==> src/hdl/sfcd_pkg.sv <==
// Package for the sensor frame CRC decoder: frame and result types,
// protocol constants and the CRC-8 byte step. No dependencies.
package sfcd_pkg;

  localparam logic [7:0] CRC_POLY    = 8'h31;
  localparam logic [7:0] CRC_INIT    = 8'hFF;
  localparam logic [7:0] CRC_MSB     = 8'h80;
  localparam logic [7:0] STATUS_MASK = 8'h98;
  localparam logic [7:0] STATUS_WANT = 8'h18;

  // Byte positions inside a reply frame
  localparam logic [2:0] BYTE_STATUS   = 3'd0;
  localparam logic [2:0] BYTE_HUM_HI   = 3'd1;
  localparam logic [2:0] BYTE_HUM_MID  = 3'd2;
  localparam logic [2:0] BYTE_SPLIT    = 3'd3;
  localparam logic [2:0] BYTE_TEMP_MID = 3'd4;
  localparam logic [2:0] BYTE_TEMP_LO  = 3'd5;
  localparam logic [2:0] BYTE_CRC      = 3'd6;

  // Scaling: value = (raw * scale) >> 20, temperature minus offset
  localparam logic [13:0] HUM_SCALE   = 14'd10000;
  localparam logic [14:0] TEMP_SCALE  = 15'd20000;
  localparam logic [14:0] TEMP_OFFSET = 15'd5000;

  typedef struct packed {
    logic [19:0] hum_raw;
    logic [19:0] temp_raw;
    logic        check_ok;
    logic        bus_err;
  } frame_t;

  typedef struct packed {
    logic [13:0]        humidity;
    logic signed [14:0] temperature;
    logic               accepted;
    logic               failed;
  } result_t;

  // One CRC-8 byte, MSB first
  function automatic logic [7:0] crc8_step(logic [7:0] crc, logic [7:0] b);
    logic [7:0] c;
    c = crc ^ b;
    for (int k = 0; k < 8; k++) begin
      if ((c & CRC_MSB) != 8'h00) begin
        c = {c[6:0], 1'b0} ^ CRC_POLY;
      end else begin
        c = {c[6:0], 1'b0};
      end
    end
    return c;
  endfunction

endpackage

==> src/hdl/sfcd_fifo.sv <==
// Small register queue with count output.
// Generic; used for frame records and for results. Depends on nothing.
module sfcd_fifo #(
  parameter int WIDTH = 8,
  parameter int DEPTH = 2
) (
  input  logic                           clk,
  input  logic                           rst_n,
  input  logic                           push,
  input  logic [WIDTH-1:0]               wdata,
  input  logic                           pop,
  output logic [WIDTH-1:0]               rdata,
  output logic                           full,
  output logic                           empty,
  output logic [$clog2(DEPTH+1)-1:0]     count
);

  localparam int AW = (DEPTH > 1) ? $clog2(DEPTH) : 1;
  localparam int CW = $clog2(DEPTH + 1);
  localparam logic [AW-1:0] LAST_IDX = AW'(DEPTH - 1);
  localparam logic [CW-1:0] DEPTH_C  = CW'(DEPTH);

  logic [WIDTH-1:0] mem [DEPTH];
  logic [AW-1:0]    wr_ptr_r, wr_ptr_nxt;
  logic [AW-1:0]    rd_ptr_r, rd_ptr_nxt;
  logic [CW-1:0]    cnt_r, cnt_nxt;
  logic             do_push, do_pop;

  assign full    = (cnt_r == DEPTH_C);
  assign empty   = (cnt_r == '0);
  assign count   = cnt_r;
  assign do_push = push && !full;
  assign do_pop  = pop && !empty;
  assign rdata   = mem[rd_ptr_r];

  always_comb begin
    wr_ptr_nxt = wr_ptr_r;
    rd_ptr_nxt = rd_ptr_r;
    cnt_nxt    = cnt_r;
    if (do_push) begin
      wr_ptr_nxt = (wr_ptr_r == LAST_IDX) ? '0 : wr_ptr_r + 1'b1;
    end
    if (do_pop) begin
      rd_ptr_nxt = (rd_ptr_r == LAST_IDX) ? '0 : rd_ptr_r + 1'b1;
    end
    if (do_push && !do_pop) begin
      cnt_nxt = cnt_r + 1'b1;
    end else if (do_pop && !do_push) begin
      cnt_nxt = cnt_r - 1'b1;
    end
  end

  always_ff @(posedge clk) begin
    if (!rst_n) begin
      wr_ptr_r <= '0;
      rd_ptr_r <= '0;
      cnt_r    <= '0;
    end else begin
      wr_ptr_r <= wr_ptr_nxt;
      rd_ptr_r <= rd_ptr_nxt;
      cnt_r    <= cnt_nxt;
    end
  end

  always_ff @(posedge clk) begin
    if (do_push) begin
      mem[wr_ptr_r] <= wdata;
    end
  end

endmodule

==> src/hdl/sfcd_front.sv <==
// Front end: byte counter, running CRC-8 and raw field assembly.
// Emits one frame record per seventh byte. Uses sfcd_pkg.
module sfcd_front (
  input  logic                clk,
  input  logic                rst_n,
  input  logic                take,
  input  logic [7:0]          data_byte,
  input  logic                bus_error,
  output logic                frm_push,
  output sfcd_pkg::frame_t    frm
);

  logic [2:0]  cnt_r, cnt_nxt;
  logic [7:0]  crc_r, crc_nxt;
  logic        err_r, err_nxt;
  logic [7:0]  status_r, status_nxt;
  logic [19:0] hum_r, hum_nxt;
  logic [19:0] temp_r, temp_nxt;
  logic        err_now;
  logic        frame_end;

  assign err_now   = err_r | bus_error;
  assign frame_end = (cnt_r >= sfcd_pkg::BYTE_CRC);

  always_comb begin
    cnt_nxt    = cnt_r;
    crc_nxt    = crc_r;
    err_nxt    = err_r;
    status_nxt = status_r;
    hum_nxt    = hum_r;
    temp_nxt   = temp_r;
    if (take) begin
      if (frame_end) begin
        cnt_nxt = sfcd_pkg::BYTE_STATUS;
        crc_nxt = sfcd_pkg::CRC_INIT;
        err_nxt = 1'b0;
      end else begin
        cnt_nxt = cnt_r + 3'd1;
        crc_nxt = sfcd_pkg::crc8_step(crc_r, data_byte);
        err_nxt = err_now;
        case (cnt_r)
          sfcd_pkg::BYTE_STATUS:   status_nxt = data_byte;
          sfcd_pkg::BYTE_HUM_HI:   hum_nxt[19:12] = data_byte;
          sfcd_pkg::BYTE_HUM_MID:  hum_nxt[11:4] = data_byte;
          sfcd_pkg::BYTE_SPLIT: begin
            hum_nxt[3:0]    = data_byte[7:4];
            temp_nxt[19:16] = data_byte[3:0];
          end
          sfcd_pkg::BYTE_TEMP_MID: temp_nxt[15:8] = data_byte;
          sfcd_pkg::BYTE_TEMP_LO:  temp_nxt[7:0] = data_byte;
          default: ;
        endcase
      end
    end
  end

  assign frm_push      = take && frame_end;
  assign frm.hum_raw   = hum_r;
  assign frm.temp_raw  = temp_r;
  assign frm.check_ok  = (crc_r == data_byte) &&
                         ((status_r & sfcd_pkg::STATUS_MASK) == sfcd_pkg::STATUS_WANT);
  assign frm.bus_err   = err_now;

  always_ff @(posedge clk) begin
    if (!rst_n) begin
      cnt_r <= sfcd_pkg::BYTE_STATUS;
      crc_r <= sfcd_pkg::CRC_INIT;
      err_r <= 1'b0;
    end else begin
      cnt_r <= cnt_nxt;
      crc_r <= crc_nxt;
      err_r <= err_nxt;
    end
  end

  always_ff @(posedge clk) begin
    status_r <= status_nxt;
    hum_r    <= hum_nxt;
    temp_r   <= temp_nxt;
  end

endmodule

==> src/hdl/sfcd_back.sv <==
// Back end: scales raw values (registered multiply, then shift/offset)
// and holds the last reported values. Uses sfcd_pkg.
module sfcd_back #(
  parameter int OUT_DEPTH = 4
) (
  input  logic                            clk,
  input  logic                            rst_n,
  input  logic                            frm_valid,
  input  sfcd_pkg::frame_t                frm,
  output logic                            frm_pop,
  input  logic [$clog2(OUT_DEPTH+1)-1:0]  out_count,
  output logic                            res_push,
  output sfcd_pkg::result_t               res
);

  localparam int CW = $clog2(OUT_DEPTH + 1);
  localparam logic [CW:0] DEPTH_C = (CW + 1)'(OUT_DEPTH);

  logic               s1_v_r;
  logic [33:0]        hum_prod_r;
  logic [34:0]        temp_prod_r;
  logic               ok_r;
  logic               err_r;
  logic [13:0]        last_hum_r, last_hum_nxt;
  logic signed [14:0] last_temp_r, last_temp_nxt;
  logic [13:0]        hum_new;
  logic [14:0]        temp_new;
  logic [CW:0]        committed;

  // Reserve a result slot for the frame in flight
  assign committed = {1'b0, out_count} + (CW + 1)'(s1_v_r);
  assign frm_pop   = frm_valid && (committed < DEPTH_C);

  assign hum_new  = hum_prod_r[33:20];
  assign temp_new = temp_prod_r[34:20] - sfcd_pkg::TEMP_OFFSET;

  always_comb begin
    last_hum_nxt  = last_hum_r;
    last_temp_nxt = last_temp_r;
    res.accepted  = 1'b0;
    res.failed    = 1'b0;
    if (s1_v_r) begin
      if (err_r) begin
        last_hum_nxt  = '0;
        last_temp_nxt = '0;
        res.failed    = 1'b1;
      end else if (ok_r) begin
        last_hum_nxt  = hum_new;
        last_temp_nxt = $signed(temp_new);
        res.accepted  = 1'b1;
      end
    end
    res.humidity    = last_hum_nxt;
    res.temperature = last_temp_nxt;
  end

  assign res_push = s1_v_r;

  always_ff @(posedge clk) begin
    if (!rst_n) begin
      s1_v_r      <= 1'b0;
      last_hum_r  <= '0;
      last_temp_r <= '0;
    end else begin
      s1_v_r      <= frm_pop;
      last_hum_r  <= last_hum_nxt;
      last_temp_r <= last_temp_nxt;
    end
  end

  always_ff @(posedge clk) begin
    if (frm_pop) begin
      hum_prod_r  <= {14'd0, frm.hum_raw} * {20'd0, sfcd_pkg::HUM_SCALE};
      temp_prod_r <= {15'd0, frm.temp_raw} * {20'd0, sfcd_pkg::TEMP_SCALE};
      ok_r        <= frm.check_ok;
      err_r       <= frm.bus_err;
    end
  end

endmodule

==> src/hdl/sensor_frame_crc_decode_top.sv <==
// Top level of the sensor reply frame decoder.
// Instantiates sfcd_front, sfcd_fifo (twice) and sfcd_back; uses sfcd_pkg.
//
// Usage:
//   Input side is a queue write port: a byte beat is taken on a rising edge
//   with in_push high and in_full low. Seven beats make a frame: status,
//   five data bytes, received CRC. in_bus_error on any beat marks the frame
//   as failed.
//   Result side is a queue read port: while out_empty is low the oldest
//   result sits on the out_ ports; a beat leaves on an edge with out_pop
//   high. One result per frame, none for the other six bytes.
// Throughput: one byte beat per cycle while in_full is low. The front end does one
//   unrolled CRC-8 step and a field write per byte.
// Path: after the CRC beat is taken, the frame record passes the frame queue,
//   then one registered multiply stage in the back end, then the result queue.
// Stall: if out_pop stays low, results pile up in the result queue
//   (OUT_DEPTH deep); the back end then stops draining the frame queue
//   (FRAME_DEPTH deep), and once that fills in_full rises. Since a frame
//   needs seven beats, a stalled reader blocks input only after several
//   frames.
// Reset: synchronous, active low; clears byte counter, CRC, error flag,
//   last values and both queues. Usable the cycle after reset drops.
module sensor_frame_crc_decode_top #(
  parameter int FRAME_DEPTH = 2,
  parameter int OUT_DEPTH   = 4
) (
  input  logic               clk,
  input  logic               rst_n,
  input  logic               in_push,
  output logic               in_full,
  input  logic [7:0]         in_data_byte,
  input  logic               in_bus_error,
  output logic               out_empty,
  input  logic               out_pop,
  output logic [13:0]        out_humidity_centi,
  output logic signed [14:0] out_temperature_centi,
  output logic               out_frame_accepted,
  output logic               out_frame_failed
);

  localparam int FW = $bits(sfcd_pkg::frame_t);
  localparam int RW = $bits(sfcd_pkg::result_t);

  sfcd_pkg::frame_t               frm_in, frm_out;
  sfcd_pkg::result_t              res_in, res_out;
  logic                           frm_push, frm_pop, frm_full, frm_empty;
  logic [$clog2(FRAME_DEPTH+1)-1:0] frm_count;
  logic                           res_push, res_full;
  logic [$clog2(OUT_DEPTH+1)-1:0] res_count;
  logic                           take;

  // Stall all bytes while the frame queue is full; keeps the front simple
  assign in_full = frm_full;
  assign take    = in_push && !frm_full;

  sfcd_front u_front (
    .clk       (clk),
    .rst_n     (rst_n),
    .take      (take),
    .data_byte (in_data_byte),
    .bus_error (in_bus_error),
    .frm_push  (frm_push),
    .frm       (frm_in)
  );

  sfcd_fifo #(.WIDTH(FW), .DEPTH(FRAME_DEPTH)) u_frm_q (
    .clk   (clk),
    .rst_n (rst_n),
    .push  (frm_push),
    .wdata (frm_in),
    .pop   (frm_pop),
    .rdata (frm_out),
    .full  (frm_full),
    .empty (frm_empty),
    .count (frm_count)
  );

  sfcd_back #(.OUT_DEPTH(OUT_DEPTH)) u_back (
    .clk       (clk),
    .rst_n     (rst_n),
    .frm_valid (!frm_empty && (frm_count != '0)),
    .frm       (frm_out),
    .frm_pop   (frm_pop),
    .out_count (res_count),
    .res_push  (res_push),
    .res       (res_in)
  );

  // Back end reserves a slot before pushing, so res_full never blocks a push
  sfcd_fifo #(.WIDTH(RW), .DEPTH(OUT_DEPTH)) u_res_q (
    .clk   (clk),
    .rst_n (rst_n),
    .push  (res_push),
    .wdata (res_in),
    .pop   (out_pop && !res_full | out_pop),
    .rdata (res_out),
    .full  (res_full),
    .empty (out_empty),
    .count (res_count)
  );

  assign out_humidity_centi    = res_out.humidity;
  assign out_temperature_centi = res_out.temperature;
  assign out_frame_accepted    = res_out.accepted;
  assign out_frame_failed      = res_out.failed;

endmodule

==> config.mk <==
export PLATFORM = sky130hd
export DESIGN_NAME = sensor_frame_crc_decode_top
export DESIGN_NICKNAME = d
export VERILOG_FILES = /design/src/hdl/sfcd_pkg.sv /design/src/hdl/sfcd_fifo.sv /design/src/hdl/sfcd_front.sv /design/src/hdl/sfcd_back.sv /design/src/hdl/sensor_frame_crc_decode_top.sv
export SDC_FILE = /design/constraint.sdc
export NUM_CORES = 1
export LEC_CHECK = 0
export ABC_AREA = 1
export BUFFER_PORTS_ARGS = -buffer_cell sky130_fd_sc_hd__buf_2
export CORE_AREA = 5 5 194 196
export DETAILED_ROUTE_END_ITERATION = 8
export DIE_AREA = 0 0 199 201
export PLACE_DENSITY = 0.72
export SYNTH_ARGS = -nofsm -noshare
export SYNTH_HDL_FRONTEND = slang
export SYNTH_SLANG_ARGS = --single-unit
==> constraint.sdc <==
create_clock -name clk -period 13 [get_ports clk]
set_clock_uncertainty 0.15 [all_clocks]
set_input_delay 0.65 -clock clk [delete_from_list [all_inputs] [get_ports clk]]
set_output_delay 0.65 -clock clk [all_outputs]
set_load 0.05 [all_outputs]
== After elaboration in Yosys (flattened, before gate mapping) ==
Memories as Yosys holds them, arrays and structs flattened. A register that Yosys moved wholly into a read port is not among the register bits.
Index checks and enable logic that the tools add are counted.

* Muxes and demuxes: 51
* Divide/modulo/power cells: 0
* Reduce and logical (&&, ||, !) cells: 34
* Multiply operators: 2
* Add/sub/neg operators: 11
* Equal/unequal tests: 11
* $lt $le $gt $ge: 2
* Bitwise logic cells: 12
* Shifts and indexed selects: 0

{| class="wikitable"
|+ Operators with widths
! kind !! count
|-
| 8-bit two-way mux || 15
|-
| 20-bit by 10-bit multiplier with 30-bit output (second input constant) || 2
|-
| 6-bit two-way mux || 8
|-
| 15-bit two-way mux || 3
|-
| 14-bit two-way mux || 3
|-
| 3-bit inverter || 8
|-
| 3-bit AND reduction || 6
|-
| 15-bit by 13-bit subtractor with 15-bit output (second input constant) || 1
|-
| 1-bit logical AND || 14
|-
| 2-bit two-way mux || 7
|-
| 1-bit two-way mux || 12
|-
| 3-bit by 2-bit == test with 1-bit output (second input constant) || 3
|-
| 3-bit == test (second input constant) || 3
|-
| 3-bit two-way mux || 3
|-
| 8-bit == test || 1
|-
| 1-bit logical NOT || 8
|-
| 8-bit XOR || 1
|-
| 2-bit by 1-bit adder with 2-bit output (second input constant) || 3
|-
| 3-bit by 1-bit adder with 3-bit output (second input constant) || 2
|-
| 2-bit == test (second input constant) || 3
|-
| 3-bit logical NOT || 2
|-
| 2-bit nonzero test || 3
|-
| 3-bit by 1-bit adder with 4-bit output || 1
|-
| 4-bit by 3-bit < comparator with 1-bit output (second input constant) || 1
|-
| 8 further kinds || 10
|}

* Memories kept: 2
* Memory bits (writable): 208
* Memory bits (read-only): 0
* Register bits after elaboration: 163
* Input port bits: 13
* Bits in latches: 0
* Word-level logic and storage cells: 148

{| class="wikitable"
|+ Memory list
! name !! words !! bits a word !! read ports !! clocked after Yosys merged registers in !! wr ports !! RTL line !! text
|-
| u_res_q.mem || 4 || 31 || 1 || 1 || 1 || sfcd_fifo.sv:23 || <nowiki>logic [WIDTH-1:0] mem [DEPTH];</nowiki>
|-
| u_frm_q.mem || 2 || 42 || 1 || 1 || 1 || sfcd_fifo.sv:23 ||
|}

== Depth between registers and ports, before layout ==
Gate-level depths: netlist of run 1.

* Depth after elaboration: 32
* Depth in mapped cells: 27

== Cells and area by module ==
From an unflattened synthesis of run 1, not the netlist that was laid out.

* Cell total of the unflattened synthesis: 1977
* Area, all modules: 20445.9 µm²

{| class="wikitable"
|+ Modules (own cells, without submodules)
! module !! sequential area each (µm²) !! cells each !! area an instance (µm²) !! times used
|-
| sfcd_back || 1531.5 || 1214 || 9462.8 || 1
|-
| sfcd_fifo (u_res_q) || 3903.7 || 372 || 5141.2 || 1
|-
| sfcd_fifo (u_frm_q) || 2622.5 || 169 || 3482.1 || 1
|-
| sfcd_front || 1531.5 || 217 || 2341.0 || 1
|-
| sensor_frame_crc_decode_top || 0.0 || 5 || 18.8 || 1
|}

== Least setup slack after synthesis of run 1 ==
Ideal clock, no wire load.

* Kind: reg2reg
* From: register with a tool-made name
* To: register u_back.temp_prod_r[31] (data pin)
* Arrival: 4.753 ns
* Library setup time: 0.252 ns
* Stages on the path, launching flop included: 24
* Slack: 7.844 ns
* Path through: dfxtp_1 -> inv_2 -> buf_2 -> clkbuf_1 -> or2_2 -> o21ai_1 -> inv_1 -> fa_1 -> ha_1 -> fa_1 -> ha_1 -> inv_1 -> fa_1 -> inv_1 -> ha_1 -> a21o_1 -> nand3_1 -> nand2_1 -> a21oi_1 -> nand2_1 -> a21oi_1 -> inv_1 -> nand2_1 -> nand2_1

{| class="wikitable"
|+ RTL lines
! what !! RTL line !! text
|-
| end signal: assignment || sfcd_back.sv:74 || <nowiki>temp_prod_r <= {15'd0, frm.temp_raw} * {20'd0, sfcd_pkg::TEMP_SCALE};</nowiki>
|-
| end: declaration || sfcd_back.sv:21 || <nowiki>logic [34:0] temp_prod_r;</nowiki>
|}

==> results.md, run 1 <==
* CTS max path bufs at 3
* Final setup fails at 0
* Clock latency on the worst-skew pair at 0.55 ns
* DP HPWL at 29.69 mm
* Routed WL at 40.67 mm
* Buf/Inv on CP at 4
* P&R area growth vs syn at 9.985%
* RSZ-0062 raised after global routing: false
* Hold_sp: u_front.hum_r[1]$_DFFE_PP_
* Synth warn at 0
* Crit end category: flop
* Hold/Removal Path Class: reg2reg
* CP max FO at 43
* CTS tree: built
* Die area at 0.04000 mm²
* Number of flops mapped to enable cells by yosys at 282
* Slew HR at 0.2209
* Maxcap violations at 0
* Die Ht at 201 µm
* GRT Total Usage at 0.2075
* Via Count at 13216
* Wire length per cell at 16.34 µm
* Cts hold-fix bufs at 0
* Initial DRC Count at 906
* Post-synth top cells: inv_1, nand2_1, edfxtp_1
* Tmin final at 6.146 ns
* FP Rows at 70
* Post-synthesis area per instance at 10.16 µm²
* CP peak stage delay at 0.56 ns
* Synth Cell Area at 0.01966 mm²
* Count of cell types in the netlist at 44
* Async SR Flop Fraction at 0
* Synth area leaders: edfxtp_1, ha_1, fa_1
* TritonCTS Buffers at 36
* Register area share after synthesis at 0.4877
* Grt total ovfl at 0
* Delay-heaviest family, CP: adder cells
* Ys flop type: edfxtp_1
* Crit-path cells: buf_4 -> inv_2 -> or2_2 -> o21ai_1 -> fa_1 -> inv_1 -> ha_1 -> fa_1 -> ha_1 -> fa_1 -> ha_1 -> nand2_1 -> nor2_1 -> inv_1 -> nor3_1 -> nand3_1 -> nand3_1 -> xor2_1
* Initial antenna violation count at 1
* Worst path required time at 13.23 ns
* CTS root buf: clkbuf_16
* Via density per instance at 5.310
* First-pass GRT wire length at 67.41 mm
* Layout cells sized above 1 at 0.08762
* Total setup buffers inserted after CTS at 0
* Vias in the first global route at 13379
* I/O pin total at 46
* Biggest area consumer among synthesized cells: edfxtp_1
* Worst slew pin tran at 1.156 ns
* Starting Density at 0.5475
* CP Class: reg2reg
* Post-CTS Resized at 0
* Core area at 0.03591 mm²
* # clock sinks at 338
* Largest net degree at the start of global routing at 64
* Setup TNS Final at 0 ns
* Post-synth net total at 2214
* Flip-flop and latch area at 0.009590 mm²
* Crit path launch type: flop
* #FFs+latches synth at 338
* Fin crit share at 0.4728
* IO buf count at 45
* Total Nets Final at 2270
* Residual DRC count at 0
* Fill count at 2928
* DR pass1 iterations at 4
* CTS HTree Levels at 2
* Hold Fails Final Rpt at 0
* RePlAce Congestion at 0.9212
* Cells after Synth at 1936
* Area share of the largest cell type after synthesis at 0.4307
* Most frequent cell after synthesis: inv_1
* Fmax at 162.7 MHz
* Fin. max-slew vios at 0
* R2R Setup Slk at 6.85 ns
* Worst path slowest cell: fa_1
* Outcome: finished clean
* Clk slew on worst S/H paths at 0.06 ns
* Crit path arrival time at 6.37 ns
* Post-DRT Antenna Nets at 0
* Die X at 199 µm
* Area of the multi-input gates at 0.008722 mm²
==> sequential cells by signal (all words and copies together) (netlist names), 2 cells and up, named ones only <==
name,cells
u_front.cnt_r,3
u_front.status_r,3
u_front.crc_r,8
u_front.hum_r,20
u_front.temp_r,20
u_res_q.count,3
u_res_q.mem,124
u_res_q.wr_ptr_r,2
u_frm_q.count,2
u_back.last_temp_r,15
u_back.hum_prod_r,14
u_frm_q.mem,84
u_res_q.rd_ptr_r,2
u_back.last_hum_r,14
u_back.temp_prod_r,15
==> worst register-to-register path, stage by stage, from the launching register on <==
cell and delay, ns:
dfxtp_1 0.32, buf_4 0.44, inv_2 0.42, or2_2 0.40, o21ai_1 0.48, fa_1 0.56
inv_1 0.07, ha_1 0.24, fa_1 0.48, ha_1 0.33, fa_1 0.48, ha_1 0.42
nand2_1 0.15, nor2_1 0.16, inv_1 0.08, nor3_1 0.30, nand3_1 0.14, nand3_1 0.15
xor2_1 0.22
==> final timing paths <==
path                                       to  cells past startpoint
max          u_back.temp_prod_r[28]$_DFFE_PP_                     18
min              u_frm_q.mem[0][23]$_DFFE_PP_                      0
max reg2reg  u_back.temp_prod_r[28]$_DFFE_PP_                     18
min reg2reg      u_frm_q.mem[0][23]$_DFFE_PP_                      0
==> cell type report <==
class                      count  area share
inverter                     322     0.05589
clock buffer                  45     0.04606
tap                          468     0.02708
multi-input combinational   1235      0.4033
clock inverter                21    0.008737
antenna                        1   0.0001157
timing repair buffer          59     0.01528
sequential                   338      0.4435
==> layout by cell type, fill, tap and decap left out, drive strengths merged, types with 16 or more instances in the layout <==
cell type  netlist  routed
a211oi          18      18
a21o            16      16
a21oi           99      99
buf              9      59
clkbuf          32      45
dfxtp           56      56
edfxtp         282     282
fa              83      83
ha             182     182
inv            321     327
nand2          314     314
nand3           50      50
nor2           148     148
nor3            29      29
o21ai          154     154
o22ai           37      37
or2             28      28
xor2            29      29
==> through the flow <==
stage / instance area, µm² / utilization / worst slack [ns] / hold slack (ns) / std cells
final: 21620 / 0.6022 / 6.854 / 0.2869 / 2489
after global routing: 21620 / 0.6022 / 6.374 / 0.2907 / 2489
after CTS: 21620 / 0.6021 / 6.870 / 0.2817 / 2488
after detailed placement: 20440 / 0.5691 / 6.869 / 0.2796 / 2422
after global placement: 20440 / 0.5691 / 6.911 / 0.2718 / 2422
after floorplan: 19660 / - / 7.845 / 0.2715 / 1936
==> per-layer routing <==
layer,GRT usage,routed length (µm),vias up
met3,0.02501,1774,59
met1,0.2857,18180,6234
met5,0,0,-
met4,0.05252,811,0
li1,-,-,6610
met2,0.3521,19910,313
==> cell families (layout without fill, tap and decap cells) <==
logic type,after synthesis,count (layout),share of synthesized area
AO/OA/AOI/OAI,351,351,0.1005
buffers and inverters,363,447,0.07019
AND/OR/NAND/NOR,584,584,0.1257
other,0,1,0
flip-flops,338,338,0.4877
XOR/XNOR,35,35,0.01559
adder cells (fa/ha/maj),265,265,0.2003
Power of run 1 is not shown: default switching activity piles up to over one toggle a cycle in this logic, so the estimate is an artifact.
==> run 2, diff against run 1 <==
==> constraint.sdc (replaced) <==
create_clock -name clk -period 6.1 [get_ports clk]
set_clock_uncertainty 0.15 [all_clocks]
set_input_delay 0.305 -clock clk [delete_from_list [all_inputs] [get_ports clk]]
set_output_delay 0.305 -clock clk [all_outputs]
set_load 0.05 [all_outputs]
==> results.md, run 2 (synthesis results as in run 1) <==
* CP peak stage delay at 0.53 ns
* CTS tree: built
* Die X at 199 µm
* RePlAce Congestion at 0.9326
* Final setup fails at 0
* Die area at 0.04000 mm²
* RSZ-0062 raised after global routing: false
* Initial DRC Count at 711
* Worst path required time at 6.22 ns
* DR pass1 iterations at 5
* Worst R2R End: u_back.hum_prod_r[30]$_DFFE_PP_
* Tmin final at 5.420 ns
* Max reg flops at 124
* Delay-heaviest family, CP: adder cells
* I/O pin total at 46
* Worst Reg-to-Reg Cells at 20
* Die Ht at 201 µm
* Fin crit share at 0.8886
* First-pass GRT wire length at 64.60 mm
* Vias in the first global route at 13123
* CP max FO at 30
* Cts hold-fix bufs at 5
* Setup TNS Final at 0 ns
* Commonest non-fill, non-tap cell in the layout: inv_1
* Worst slew pin tran at 1.175 ns
* Largest Register: u_res_q.mem
* CTS HTree Levels at 2
* # clock sinks at 338
* Core area at 0.03591 mm²
* Post-DRT Antenna Nets at 0
* Routed WL at 39.08 mm
* Hold Fails Final Rpt at 0
* TritonCTS Buffers at 36
* P&R area growth vs syn at 10.34%
* Hold Path End: u_front.hum_r[11]$_DFFE_PP_
* Initial antenna violation count at 0
* Crit path top cell by count: ha_1
* Via Count at 13217
* Grt total ovfl at 0
* Clock latency on the worst-skew pair at 0.51 ns
* CTS max path bufs at 3
* Buf/Inv on CP at 5
* R2R Setup Slk at 0.68 ns
* GRT Total Usage at 0.1968
* Slew HR at 0.2108
* Fmax at 184.5 MHz
* CP Class: reg2reg
* CTS root buf: clkbuf_16
* Largest net degree at the start of global routing at 64
* Most frequent cells in the layout: inv_1, nand2_1, edfxtp_1
* IO buf count at 45
* Layout cells sized above 1 at 0.08588
* Clk slew on worst S/H paths at 0.06 ns
* Hold/Removal Path Class: in2reg
* Crit path arrival time at 5.54 ns
* Worst path depth at 20
* Fin. max-slew vios at 0
* Maxcap violations at 0
* Total Nets Final at 2277
* Residual DRC count at 0
* Wire length per cell at 15.66 µm
* Biggest regs: u_res_q.mem (124), u_frm_q.mem (84)
* FP Rows at 70
* Fill count at 2913
* Worst Hold Depth at 1
* Hold_sp: in_data_byte[7]
* Post-CTS Resized at 0
* Total setup buffers inserted after CTS at 0
* Crit path launch type: flop
* Outcome: finished clean
* Via density per instance at 5.297
* DP HPWL at 28.99 mm
* Crit end category: flop
* Crit-path cells: inv_2 -> buf_4 -> or2_2 -> o21ai_0 -> inv_1 -> fa_1 -> ha_1 -> inv_1 -> fa_1 -> inv_1 -> ha_1 -> ha_1 -> ha_1 -> nand2_1 -> o21ai_0 -> a21oi_1 -> o21ai_0 -> a21oi_1 -> nand2_1 -> nand2_1
* Worst path slowest cell: fa_1
* Starting Density at 0.5475
## run 2: per-layer routing
layer  part of all wire  global-route usage  vias to the layer above
met5                  0                   0                        -
met4              0.017             0.04177                        0
met3              0.038             0.02367                       55
met2               0.51              0.3499                      266
met1               0.44              0.2601                     6258
li1                   -                   -                     6638
## run 2: how the worst max path moves through the flow
stage | startpoint | to | slack, ns
final | flop | u_back.hum_prod_r[30]$_DFFE_PP_ | 0.68
after global routing | flop | u_back.temp_prod_r[34]$_DFFE_PP_ | 0.36
after CTS | flop | u_back.hum_prod_r[30]$_DFFE_PP_ | 0.66
after detailed placement | flop | u_back.hum_prod_r[30]$_DFFE_PP_ | 0.65
after global placement | flop | u_back.hum_prod_r[30]$_DFFE_PP_ | 0.73
after floorplan | flop | u_back.temp_prod_r[31]$_DFFE_PP_ | 0.94
## run 2: layout make-up
| class | count | area, µm² | share of cell area |
|---|---|---|---|
| repair buffers | 66 | 395.4 | 0.01822 |
| clock inverters | 19 | 201.4 | 0.009285 |
| flip-flops and latches | 338 | 9590 | 0.4421 |
| inverters | 322 | 1209 | 0.05571 |
| multi-input cells | 1235 | 8722 | 0.4020 |
| well taps | 468 | 585.6 | 0.02699 |
| diodes | 1 | 2.502 | 0.0001153 |
| clock buffers | 46 | 988.4 | 0.04556 |
## run 2: through the flow
step | cells | setup slack [ns] | hold slack [ns] | instance area, µm² | util
after floorplan | 1936 | 0.9445 | 0.2539 | 19660 | -
after global placement | 2424 | 0.7343 | 0.2725 | 20450 | 0.5695
after detailed placement | 2424 | 0.6461 | 0.2798 | 20450 | 0.5695
after CTS | 2494 | 0.6622 | 0.002528 | 21690 | 0.6041
after global routing | 2494 | 0.3553 | 0.007463 | 21690 | 0.6041
final | 2495 | 0.6796 | 0.02568 | 21690 | 0.6041
Power of run 2 is left out for the same reason.
==> run 3, diff against run 2 <==
--- a/config.mk
+++ b/config.mk
@@ -6,11 +6,13 @@
 export NUM_CORES = 1
 export LEC_CHECK = 0
 export ABC_AREA = 1
+export ABC_CLOCK_PERIOD_IN_PS = 6100
 export BUFFER_PORTS_ARGS = -buffer_cell sky130_fd_sc_hd__buf_2
 export CORE_AREA = 5 5 194 196
 export DETAILED_ROUTE_END_ITERATION = 8
 export DIE_AREA = 0 0 199 201
 export PLACE_DENSITY = 0.72
+export RECOVER_POWER = 25
 export SYNTH_ARGS = -nofsm -noshare
 export SYNTH_HDL_FRONTEND = slang
 export SYNTH_SLANG_ARGS = --single-unit
==> results.md, run 3 (synthesis results as in run 1) <==
* Outcome: complete, but fails checks
* GRT Total Usage at 0.1968
* TritonCTS Buffers at 36
* Post-route insts no fill at 2495
* Routed WL at 39.10 mm
* Wire length per cell at 15.67 µm
* Violated checks: capacitance limit, slew limit
* Post-DRT Antenna Nets at 0
* Crit end category: flop
* Commonest non-fill, non-tap cell in the layout: inv_1
* Hold/Removal Path Class: in2reg
* Hold Fails Final Rpt at 0
* DR pass1 iterations at 5
* CTS tree: built
* Crit path launch type: flop
* # clock sinks at 338
* CTS HTree Levels at 2
* IO buf count at 45
* Fin. max-slew vios at 35
* Largest Register: u_res_q.mem
* Biggest regs: u_res_q.mem (124), u_frm_q.mem (84)
* Largest net degree at the start of global routing at 64
* Clk slew on worst S/H paths at 0.06 ns
* Die area at 0.04000 mm²
* Total Nets Final at 2277
* CTS max path bufs at 3
* Die X at 199 µm
* Layout cells sized above 1 at 0.08045
* Worst path slowest cell: fa_1
* RePlAce Congestion at 0.9326
* Hold Slack at 0.08043 ns
* Slew HR at -0.2182
* Via density per instance at 5.281
* P&R area growth vs syn at 10.24%
* Starting Density at 0.5475
* Maxcap violations at 1
* CTS root buf: clkbuf_16
* CP peak stage delay at 0.53 ns
* Die Ht at 201 µm
* Via Count at 13177
* Most frequent cells in the layout: inv_1, nand2_1, edfxtp_1
* Residual DRC count at 0
* FP Rows at 70
* DP Cell Count at 2424
* Fill count at 2914
* First-pass GRT wire length at 64.60 mm
* Fmax at 183.4 MHz
* Clock latency on the worst-skew pair at 0.51 ns
* Total setup buffers inserted after CTS at 0
* Max reg flops at 124
* Vias in the first global route at 13123
* Setup TNS Final at 0 ns
* Core Util, Final at 0.6036
* Worst slew pin tran at 1.827 ns
* Initial DRC Count at 714
* Crit path arrival time at 5.57 ns
* CP Class: reg2reg
* Crit-path cells: inv_2 -> buf_4 -> or2_2 -> o21ai_0 -> inv_1 -> fa_1 -> ha_1 -> inv_1 -> fa_1 -> inv_1 -> ha_1 -> ha_1 -> ha_1 -> nand2_1 -> o21ai_0 -> a21oi_1 -> o21ai_0 -> a21oi_1 -> nand2_1 -> nand2_1
* Final setup fails at 0
* Fin crit share at 0.8938
* CP max FO at 30
* I/O pin total at 46
* Grt total ovfl at 0
* Core area at 0.03591 mm²
* RSZ-0062 raised after global routing: false
* Initial antenna violation count at 0
* DP HPWL at 28.99 mm
* Tmin final at 5.452 ns
* Worst path required time at 6.22 ns
* Crit path top cell by count: ha_1
-- run 3: changes by cell type in the layout (fill, tap and decap cells not counted) --
| cell | delta |
|---|---|
| buf_4 | -1 |
| buf_2 | -8 |
| clkbuf_1 | +9 |
| nand2_2 | -1 |
| o21ai_0 | +1 |
| nand2_1 | +1 |
| o21ai_2 | -1 |
-- run 3: path summary, 6_finish.rpt --
check | start | endpoint | slack, ns | cells after the start
min | rst_n | u_front.crc_r[5]$_SDFFE_PN1P_ | 0.08 | 2
max | flop | u_back.hum_prod_r[30]$_DFFE_PP_ | 0.65 | 20
min reg2reg | u_front.hum_r[4]$_DFFE_PP_ | u_frm_q.mem[1][26]$_DFFE_PP_ | 0.29 | 0
max reg2reg | flop | u_back.hum_prod_r[30]$_DFFE_PP_ | 0.65 | 20
-- run 3: per-stage QoR --
stage / worst slack, ns / cell area, µm²
detailed placement: 0.6461 / 20450
floorplan: 0.9445 / 19660
global placement: 0.7343 / 20450
CTS: 0.6622 / 21690
finish: 0.6480 / 21670
global route: 0.3553 / 21670
-- run 3: final cells by class --
class                   count  area, µm²  share of cell area
inverters                 322       1209             0.05576
clock inverters            19      201.4            0.009294
flip-flops and latches    338       9590              0.4425
clock buffers              46      988.4             0.04560
diodes                      1      2.502           0.0001155
multi-input cells        1235       8716              0.4021
repair buffers             66      381.6             0.01761
well taps                 468      585.6             0.02702
-- run 3: metal layers --
metal	vias up	track usage	wire length, µm
met1	6234	0.2601	17110
li1	6637	-	-
met3	57	0.02367	1485
met2	249	0.3499	19790
met4	0	0.04177	714
met5	-	0	0
-- run 3: worst max-delay path, delay by kind of cell (launching register included) --
kind / cells / cell delay (ns)
simple gates: 4 / 0.55
compound gates: 5 / 1.01
buf+inv: 5 / 0.81
fa+ha+maj: 6 / 2.33
flops: 1 / 0.37
-- run 3: repair_timing --
item                                   CTS  global route
resized for setup                        0             0
endpoints found under the hold margin   19             0
hold buffers                             5             0
Power of run 3 is left out for the same reason.
